<file path="src/sv/dmcfu_pkg.sv">
`timescale 1ns / 1ps

package dmcfu_pkg;

    localparam int ROW_W    = 27;
    localparam int NROWS    = 6;
    localparam int NFIELDS  = 8;
    localparam int FIELD_W  = 3;
    localparam int IN_W     = 24;
    localparam int OUT_W    = 88;

    typedef logic [ROW_W-1:0] t_row;
    typedef logic [2:0]       t_idx;
    typedef logic [3:0]       t_glyph;

    localparam t_idx   LAST_IDX    = 3'd5;
    localparam t_idx   LAST_FONT   = 3'd4;
    localparam t_glyph GLYPH_COLON = 4'd10;

    typedef struct packed {
        t_glyph h_tens;
        t_glyph h_units;
        t_glyph m_tens;
        t_glyph m_units;
        t_glyph s_tens;
        t_glyph s_units;
    } t_digits;

    localparam logic [14:0] FONT [0:10] = '{
        15'o75557, 15'o11111, 15'o71747, 15'o71717, 15'o55711,
        15'o74717, 15'o74757, 15'o71111, 15'o75757, 15'o75717,
        15'o02020
    };

    localparam int FIELD_OFS [0:NFIELDS-1] = '{0, 4, 7, 10, 14, 17, 20, 24};

    function automatic logic [FIELD_W-1:0] glyph_row(input t_glyph g, input t_idx r);
        logic [14:0] f;
        logic [FIELD_W-1:0] bits;
        if (g > GLYPH_COLON) begin
            f = '0;
        end else begin
            f = FONT[g];
        end
        case (r)
            3'd0:    bits = f[14:12];
            3'd1:    bits = f[11:9];
            3'd2:    bits = f[8:6];
            3'd3:    bits = f[5:3];
            3'd4:    bits = f[2:0];
            default: bits = '0;
        endcase
        return bits;
    endfunction

    // Quotient by ten through the reciprocal 205/2048, exact for six-bit values.
    function automatic logic [2:0] tens_of(input logic [5:0] x);
        logic [13:0] p;
        p = 14'(x) * 14'd205;
        return p[13:11];
    endfunction

    function automatic t_glyph units_of(input logic [5:0] x);
        logic [5:0] t;
        t = 6'(tens_of(x)) * 6'd10;
        return t_glyph'(x - t);
    endfunction

    // Any differing bit of a digit or colon field marks the whole field.
    function automatic t_row expand_fields(input t_row d);
        t_row m;
        m = '0;
        for (int i = 0; i < NFIELDS; i++) begin
            if (|d[FIELD_OFS[i] +: FIELD_W]) begin
                m[FIELD_OFS[i] +: FIELD_W] = '1;
            end
        end
        return m;
    endfunction

endpackage

</file>
<file path="src/sv/dmcfu_row_render.sv">
`timescale 1ns / 1ps

module dmcfu_row_render
    import dmcfu_pkg::*;
(
    input  t_digits i_digits,
    input  t_idx    i_row,
    output t_row    o_row
);

    always_comb begin
        o_row = '0;
        if (i_row <= LAST_FONT) begin
            o_row[26:24] = glyph_row(i_digits.h_tens, i_row);
            o_row[22:20] = glyph_row(i_digits.h_units, i_row);
            o_row[19:17] = glyph_row(GLYPH_COLON, i_row);
            o_row[16:14] = glyph_row(i_digits.m_tens, i_row);
            o_row[12:10] = glyph_row(i_digits.m_units, i_row);
            o_row[9:7]   = glyph_row(GLYPH_COLON, i_row);
            o_row[6:4]   = glyph_row(i_digits.s_tens, i_row);
            o_row[2:0]   = glyph_row(i_digits.s_units, i_row);
        end
    end

endmodule

</file>
<file path="src/sv/dmcfu_row_merge.sv">
`timescale 1ns / 1ps

module dmcfu_row_merge
    import dmcfu_pkg::*;
(
    input  t_row i_old,
    input  t_row i_src,
    input  t_row i_mask,
    input  logic i_apply,
    output t_row o_new,
    output t_row o_light,
    output t_row o_clear
);

    t_row w_diff;

    assign o_new   = i_apply ? ((i_old & ~i_mask) | (i_src & i_mask)) : i_old;
    assign w_diff  = o_new ^ i_old;
    assign o_light = w_diff & o_new;
    assign o_clear = w_diff & i_old;

endmodule

</file>
<file path="src/sv/dot_matrix_clock_frame_updater.sv">
`timescale 1ns / 1ps

// Each accepted request carries one time tick (hours in bits 4:0, minutes in
// bits 10:5, seconds in bits 16:11) and produces 36 row results: six animation
// steps of rows 0 to 5, the final one flagged by tlast. The block renders the
// target bitmap one row a cycle, building the change mask, and then updates
// one row a cycle, while the output slot is free, through a single merge unit
// while the six stored rows rotate past it. The input is therefore not ready
// from an accepted request until the final row result has been registered,
// and a waiting result that holds up the row updates keeps it not ready too,
// so no new request is taken before a tick is done. The scroll mode register
// selects rolling or in-place replacement and should be written only while the
// block is idle. The displayed bitmap always equals the working bitmap between
// ticks, so one set of row registers holds both.
module dot_matrix_clock_frame_updater
    import dmcfu_pkg::*;
(
    input  logic             i_clk,
    input  logic             i_rst_n,
    input  logic             i_cfg_we,
    input  logic             i_cfg_wdata,
    input  logic             i_s_axis_tvalid,
    output logic             o_s_axis_tready,
    // hours [4:0], minutes [10:5], seconds [16:11], zero [23:17]
    input  logic [IN_W-1:0]  i_s_axis_tdata,
    output logic             o_m_axis_tvalid,
    input  logic             i_m_axis_tready,
    // step [2:0], row [5:3], row_bits [32:6], light_bits [59:33],
    // clear_bits [86:60], zero [87]
    output logic [OUT_W-1:0] o_m_axis_tdata,
    output logic             o_m_axis_tlast
);

    typedef enum logic [1:0] {
        S_IDLE,
        S_RENDER,
        S_STEP
    } t_state;

    t_state  r_state;
    logic    r_scroll;
    t_digits r_digits;
    t_digits n_digits;
    t_idx    r_row;
    t_idx    r_step;
    t_row    r_mask;
    t_row    r_target [0:NROWS-1];
    t_row    r_work   [0:NROWS-1];

    logic    r_out_valid;
    logic    r_out_last;
    t_idx    r_out_step;
    t_idx    r_out_row;
    t_row    r_out_bits;
    t_row    r_out_light;
    t_row    r_out_clear;

    t_row    w_render;
    t_row    w_src;
    logic    w_apply;
    t_row    w_new;
    t_row    w_light;
    t_row    w_clear;
    logic    w_accept;
    logic    w_slot_free;
    logic    w_last_row;

    assign w_accept    = i_s_axis_tvalid && o_s_axis_tready;
    assign w_slot_free = !r_out_valid || i_m_axis_tready;
    assign w_last_row  = (r_row == LAST_IDX);

    always_comb begin
        n_digits.h_tens  = t_glyph'(tens_of({1'b0, i_s_axis_tdata[4:0]}));
        n_digits.h_units = units_of({1'b0, i_s_axis_tdata[4:0]});
        n_digits.m_tens  = t_glyph'(tens_of(i_s_axis_tdata[10:5]));
        n_digits.m_units = units_of(i_s_axis_tdata[10:5]);
        n_digits.s_tens  = t_glyph'(tens_of(i_s_axis_tdata[16:11]));
        n_digits.s_units = units_of(i_s_axis_tdata[16:11]);
    end

    dmcfu_row_render u_render (
        .i_digits (r_digits),
        .i_row    (r_row),
        .o_row    (w_render)
    );

    // Rows pass the merge unit in order; slot 1 still holds the old row below.
    always_comb begin
        if (r_scroll && !w_last_row) begin
            w_src = r_work[1];
        end else begin
            w_src = r_target[r_step];
        end
        w_apply = r_scroll || (r_row == r_step);
    end

    dmcfu_row_merge u_merge (
        .i_old   (r_work[0]),
        .i_src   (w_src),
        .i_mask  (r_mask),
        .i_apply (w_apply),
        .o_new   (w_new),
        .o_light (w_light),
        .o_clear (w_clear)
    );

    assign o_s_axis_tready = (r_state == S_IDLE);
    assign o_m_axis_tvalid = r_out_valid;
    assign o_m_axis_tlast  = r_out_last;
    assign o_m_axis_tdata  = {1'b0, r_out_clear, r_out_light, r_out_bits,
                              r_out_row, r_out_step};

    always_ff @(posedge i_clk) begin
        if (!i_rst_n) begin
            r_state     <= S_IDLE;
            r_scroll    <= 1'b0;
            r_row       <= '0;
            r_step      <= '0;
            r_out_valid <= 1'b0;
            r_out_last  <= 1'b0;
            for (int i = 0; i < NROWS; i++) begin
                r_work[i] <= '0;
            end
        end else begin
            if (i_cfg_we) begin
                r_scroll <= i_cfg_wdata;
            end
            r_out_valid <= ((r_state == S_STEP) && w_slot_free)
                           || (r_out_valid && !i_m_axis_tready);
            unique case (r_state)
                S_IDLE: begin
                    if (w_accept) begin
                        r_digits <= n_digits;
                        r_mask   <= '0;
                        r_row    <= '0;
                        r_step   <= '0;
                        r_state  <= S_RENDER;
                    end
                end
                S_RENDER: begin
                    r_target[r_row] <= w_render;
                    if (r_row <= LAST_FONT) begin
                        r_mask <= r_mask | expand_fields(w_render ^ r_work[0]);
                    end
                    for (int i = 0; i < NROWS - 1; i++) begin
                        r_work[i] <= r_work[i+1];
                    end
                    r_work[NROWS-1] <= r_work[0];
                    if (w_last_row) begin
                        r_row   <= '0;
                        r_state <= S_STEP;
                    end else begin
                        r_row <= r_row + 3'd1;
                    end
                end
                S_STEP: begin
                    if (w_slot_free) begin
                        r_out_last  <= w_last_row && (r_step == LAST_IDX);
                        r_out_step  <= r_step;
                        r_out_row   <= r_row;
                        r_out_bits  <= w_new;
                        r_out_light <= w_light;
                        r_out_clear <= w_clear;
                        for (int i = 0; i < NROWS - 1; i++) begin
                            r_work[i] <= r_work[i+1];
                        end
                        r_work[NROWS-1] <= w_new;
                        if (w_last_row) begin
                            r_row <= '0;
                            if (r_step == LAST_IDX) begin
                                r_state <= S_IDLE;
                            end else begin
                                r_step <= r_step + 3'd1;
                            end
                        end else begin
                            r_row <= r_row + 3'd1;
                        end
                    end
                end
                default: r_state <= S_IDLE;
            endcase
        end
    end

    a_row_range: assert property (@(posedge i_clk) disable iff (!i_rst_n)
        (r_state != S_IDLE) |-> (r_row <= LAST_IDX && r_step <= LAST_IDX))
        else $error("row or step counter out of range");

    a_accept_starts_render: assert property (@(posedge i_clk) disable iff (!i_rst_n)
        w_accept |=> (r_state == S_RENDER && r_row == '0))
        else $error("accepted tick did not start rendering at row zero");

    a_last_position: assert property (@(posedge i_clk) disable iff (!i_rst_n)
        (r_out_valid && r_out_last) |-> (r_out_step == LAST_IDX && r_out_row == LAST_IDX))
        else $error("last flag on a result other than the final row");

    a_light_clear_disjoint: assert property (@(posedge i_clk) disable iff (!i_rst_n)
        r_out_valid |-> ((r_out_light & r_out_clear) == '0
                         && (r_out_light & ~r_out_bits) == '0
                         && (r_out_clear & r_out_bits) == '0))
        else $error("light and clear bits inconsistent with the row");

    a_idle_after_last: assert property (@(posedge i_clk) disable iff (!i_rst_n)
        (r_state == S_STEP && w_slot_free && w_last_row && r_step == LAST_IDX)
            |=> (r_state == S_IDLE && r_out_last))
        else $error("sequencer did not return to idle after the final row");

endmodule
</file>
<file path="config.mk">
export PLATFORM = sky130hd
export DESIGN_NAME = dot_matrix_clock_frame_updater
export DESIGN_NICKNAME = d
export VERILOG_FILES = /design/src/sv/dmcfu_pkg.sv /design/src/sv/dmcfu_row_render.sv /design/src/sv/dmcfu_row_merge.sv /design/src/sv/dot_matrix_clock_frame_updater.sv
export SDC_FILE = /design/constraint.sdc
export NUM_CORES = 1
export LEC_CHECK = 0
export BUFFER_PORTS_ARGS = -buffer_cell sky130_fd_sc_hd__buf_2
export CAP_MARGIN = 5
export CORE_ASPECT_RATIO = 1.25
export CORE_MARGIN = 2
export CORE_UTILIZATION = 50
export CTS_BUF_LIST = sky130_fd_sc_hd__clkbuf_4
export CTS_CLUSTER_DIAMETER = 80
export DETAILED_ROUTE_END_ITERATION = 7
export PLACE_DENSITY = 0.75
export SKIP_LAST_GASP = 1
export SYNTH_ARGS = -nofsm -noshare
export SYNTH_HDL_FRONTEND = slang
export SYNTH_SLANG_ARGS = --single-unit
</file>
<file path="constraint.sdc">
create_clock -name i_clk -period 6.25 [get_ports i_clk]
set_clock_uncertainty 0.05 [all_clocks]
set_input_delay 0.625 -clock i_clk [delete_from_list [all_inputs] [get_ports i_clk]]
set_output_delay 0.625 -clock i_clk [all_outputs]
set_load 0.01 [all_outputs]
</file>
==> results.json <==
{
  "maxSlewViolCount": 0,
  "p_leak_nw": 8.710,
  "antenna_left": 0,
  "power_density_mw_per_mm2": 378.5,
  "final_util": 0.5641,
  "ys_seq_area_frac": 0.6193,
  "critPathLaunchType": "input pin",
  "clk_latency_ns": 0.78,
  "max_slew_margin": 0.2486,
  "clock-sinks": 415,
  "grt-busiest-layer": "met2",
  "place.gp.congestion": 0.8439,
  "clk_pin_slew_worst_paths_ns": 0.06,
  "fill_cells": 3105,
  "worstMarginPinSlew_ns": 1.117,
  "netlist-cell-type-count": 78,
  "finalSetupTns_ns": 0,
  "vias": 11950,
  "rrSetupSlack_ns": 2.58,
  "cp-end-kind": "flip-flop",
  "peakVddDrop_v": 0.0001703,
  "rsz0062_at_grt": "no",
  "critical-path-max-stage-delay_ns": 0.53,
  "nNetsFinal": 1770,
  "antenna_found_initial": 1,
  "hold_viol_final": 0,
  "netlist_area_mm2": 0.01990,
  "min_to": "r_digits[16]$_DFFE_PP_",
  "reg2reg_from": "r_row[2]$_SDFFE_PN0P_",
  "grt_pass1_vias": 12010,
  "ys.warnings.count": 0,
  "cts_tree": "built",
  "status": "completed",
  "finalWirelength_um": 38880,
  "die_y_um": 227.0,
  "cap_violations": 0,
  "start_util": 0.5073,
  "rr_endpoint": "r_mask[24]$_SDFFCE_PN0P_",
  "htree_levels": 3,
  "cp_max_fo": 8,
  "grt_max_degree": 83,
  "drt-vias-per-instance": 5.454,
  "synth-main-ff-cell": "edfxtp_1",
  "dieArea_mm2": 0.04141,
  "num_rows": 81,
  "synth_edf_count": 401,
  "overflow": 0,
  "ios": 121,
  "crit_arrival_ns": 5.90,
  "async_flop_share": 0,
  "ys_top_cells_by_area": "edfxtp_1 (61%), ha_1 (6.7%), and2_1 (5.0%), mux2_2 (2.3%), mux4_2 (2.2%)",
  "drt_iter0_markers": 1039,
  "whs_path_depth": 1,
  "grt_usage": 0.1894,
  "synth_area_per_cell_um2": 13.69,
  "finalCritPeriodShare": 0.8495,
  "syn_to_final_growth_pct": 11.20,
  "synth_top_area_cell": "edfxtp_1",
  "cts_buffers": 97,
  "syn_inst": 1453,
  "setup_viol": 0,
  "use_met2": 0.3185,
  "met3_usage": 0.03359,
  "crit_chain": "dlygate4sd3_1 > buf_2 > ha_1 > fa_1 > fa_1 > ha_1 > a2111oi_0 > o41ai_1 > a31o_2 > a21oi_2 > xnor2_1 > ha_1 > fa_1 > xor2_1 > xnor2_1 > nand4_1 > mux2_2 > nand4_1",
  "fin_crit_ns": 5.309,
  "reg2reg_depth": 6,
  "fmax_mhz": 188.3,
  "hold_class": "input pin to flip-flop",
  "post-cts-setup-buffers": 0,
  "cp_slowest_cell": "dlygate4sd3_1",
  "wl_per_cell_um": 17.74,
  "critical_path_required_ns": 6.84,
  "ys_seq_elements": 415,
  "portBuffers": 106,
  "clockBufferDepth": 3,
  "use_met1": 0.2399,
  "drc": 0,
  "drive_gt1_frac": 0.2175,
  "hp-start": "i_s_axis_tdata[0]",
  "die_width_um": 182.4,
  "drtPass1Iterations": 7,
  "crit_type": "input pin to flip-flop",
  "clock_tree.root_cell": "clkbuf_4",
  "core_mm2": 0.03922,
  "hpwlAfterDp_um": 25660,
  "grt_pass1_wl_um": 61340,
  "synth_top_area_frac": 0.6052
}
==> flip-flops by register name, summed over array words and instances (netlist names), named ones only <==
register         cells
r_step               3
r_scroll             1
r_mask              24
o_m_axis_tvalid      1
r_out_light         24
r_digits            20
o_m_axis_tlast       1
r_target           114
r_out_bits          27
r_out_row            3
r_work             162
r_state              2
r_row                3
r_out_clear         24
r_out_step           3
==> area by class of cell <==
cell class              instances  area, µm²  share of cell area
clock inverters                41      220.2            0.009954
multi-input cells             885       6939              0.3137
well taps                     498      623.1             0.02816
flip-flops and latches        415      12320              0.5570
repair buffers                122      655.6             0.02963
clock buffers                 133      998.5             0.04513
inverters                      96      361.6             0.01634
diodes                          1      2.502           0.0001131
==> where the power goes <==
group          switching, mW  total [mW]  internal, mW
Sequential             0.277        4.20          3.92
Clock                   1.04        2.11          1.07
Combinational           1.36        2.06         0.709
==> worst max-delay path, delay by kind of cell <==
kind | cells | cell delay (ns)
fa+ha+maj | 6 | 2.04
compound gates | 4 | 1.17
mux | 1 | 0.29
xor+xnor | 3 | 0.81
simple gates | 2 | 0.28
buf+inv | 2 | 0.69
==> timing repair <==
| item | CTS | global route |
|---|---|---|
| hold endpoints to repair | 2 | 0 |
| hold buffers | 2 | 0 |
| resized for setup | 0 | 0 |
==> cell usage after synthesis (8+ instances only) <==
library cell / number
edfxtp_1: 401
and2_1: 159
ha_1: 106
inv_1: 95
nand2_1: 93
nor2_1: 71
o21ai_0: 52
mux2_2: 40
nor3_1: 32
clkbuf_1: 31
mux2i_1: 28
a21oi_1: 26
mux4_2: 19
fa_1: 17
buf_2: 16
nand2b_1: 16
xnor2_1: 16
xor2_1: 16
a21oi_2: 14
dfxtp_1: 14
nand3_1: 14
and3_1: 11
nor2b_1: 10
nand4_1: 9
o211ai_1: 9
buf_4: 8
o21a_1: 8
==> metrics by stage <==
step	std cells	worst slack (ns)	power (mW)	area, µm²	hold WS (ns)
5_1_grt	2191	0.7056	8.855	22120	0.04700
6_report	2191	0.9407	8.375	22120	0.08721
3_5_place_dp	2014	0.6806	6.300	20880	0.3869
4_1_cts	2190	1.091	8.433	22120	0.005900
2_1_floorplan	1459	1.346	5.676	19920	0.3595
3_3_place_gp	2014	0.9364	6.203	20880	0.3854
==> cells in the final DEF (no fill, tap or decap), types with 28 or more instances in the layout <==
| cell | netlist | routed |
|---|---|---|
| nand2_1 | 93 | 91 |
| mux2i_1 | 28 | 28 |
| nor2_1 | 71 | 69 |
| ha_1 | 106 | 106 |
| nor3_1 | 32 | 31 |
| edfxtp_1 | 401 | 401 |
| inv_1 | 95 | 94 |
| buf_2 | 16 | 106 |
| o21ai_0 | 52 | 52 |
| clkinv_1 | 0 | 28 |
| clkbuf_4 | 0 | 133 |
| and2_1 | 159 | 159 |
| mux2_2 | 40 | 40 |
==> how the worst max path moves through the flow <==
stage                     slack (ns)               endpoint          startpoint  depth (start not counted)
after global routing            0.71  r_digits[3]$_DFFE_PP_  i_s_axis_tdata[11]                         18
after CTS                       1.09  r_digits[3]$_DFFE_PP_  i_s_axis_tdata[11]                         18
after global placement          0.94  r_digits[3]$_DFFE_PP_  i_s_axis_tdata[14]                         17
after floorplan                 1.35  r_digits[3]$_DFFE_PP_  i_s_axis_tdata[14]                         16
after detailed placement        0.68  r_digits[3]$_DFFE_PP_  i_s_axis_tdata[14]                         17
final                           0.94  r_digits[3]$_DFFE_PP_  i_s_axis_tdata[11]                         18
==> routing by layer <==
layer	wire (µm)	vias to the layer above
met4	1031	0
met2	19230	339
met5	0	-
li1	-	5680
met3	1932	79
met1	16690	5852
==> cells by family after synthesis <==
group | after synthesis | share of synthesized area
simple gates | 449 | 0.1214
flops | 415 | 0.6193
compound gates | 185 | 0.06553
buf+inv | 159 | 0.03522
fa+ha+maj | 123 | 0.08377
mux | 88 | 0.05937
xor+xnor | 33 | 0.01522
other cells | 1 | 0.0001885
Note: power is estimated with default switching activity, not from simulation.
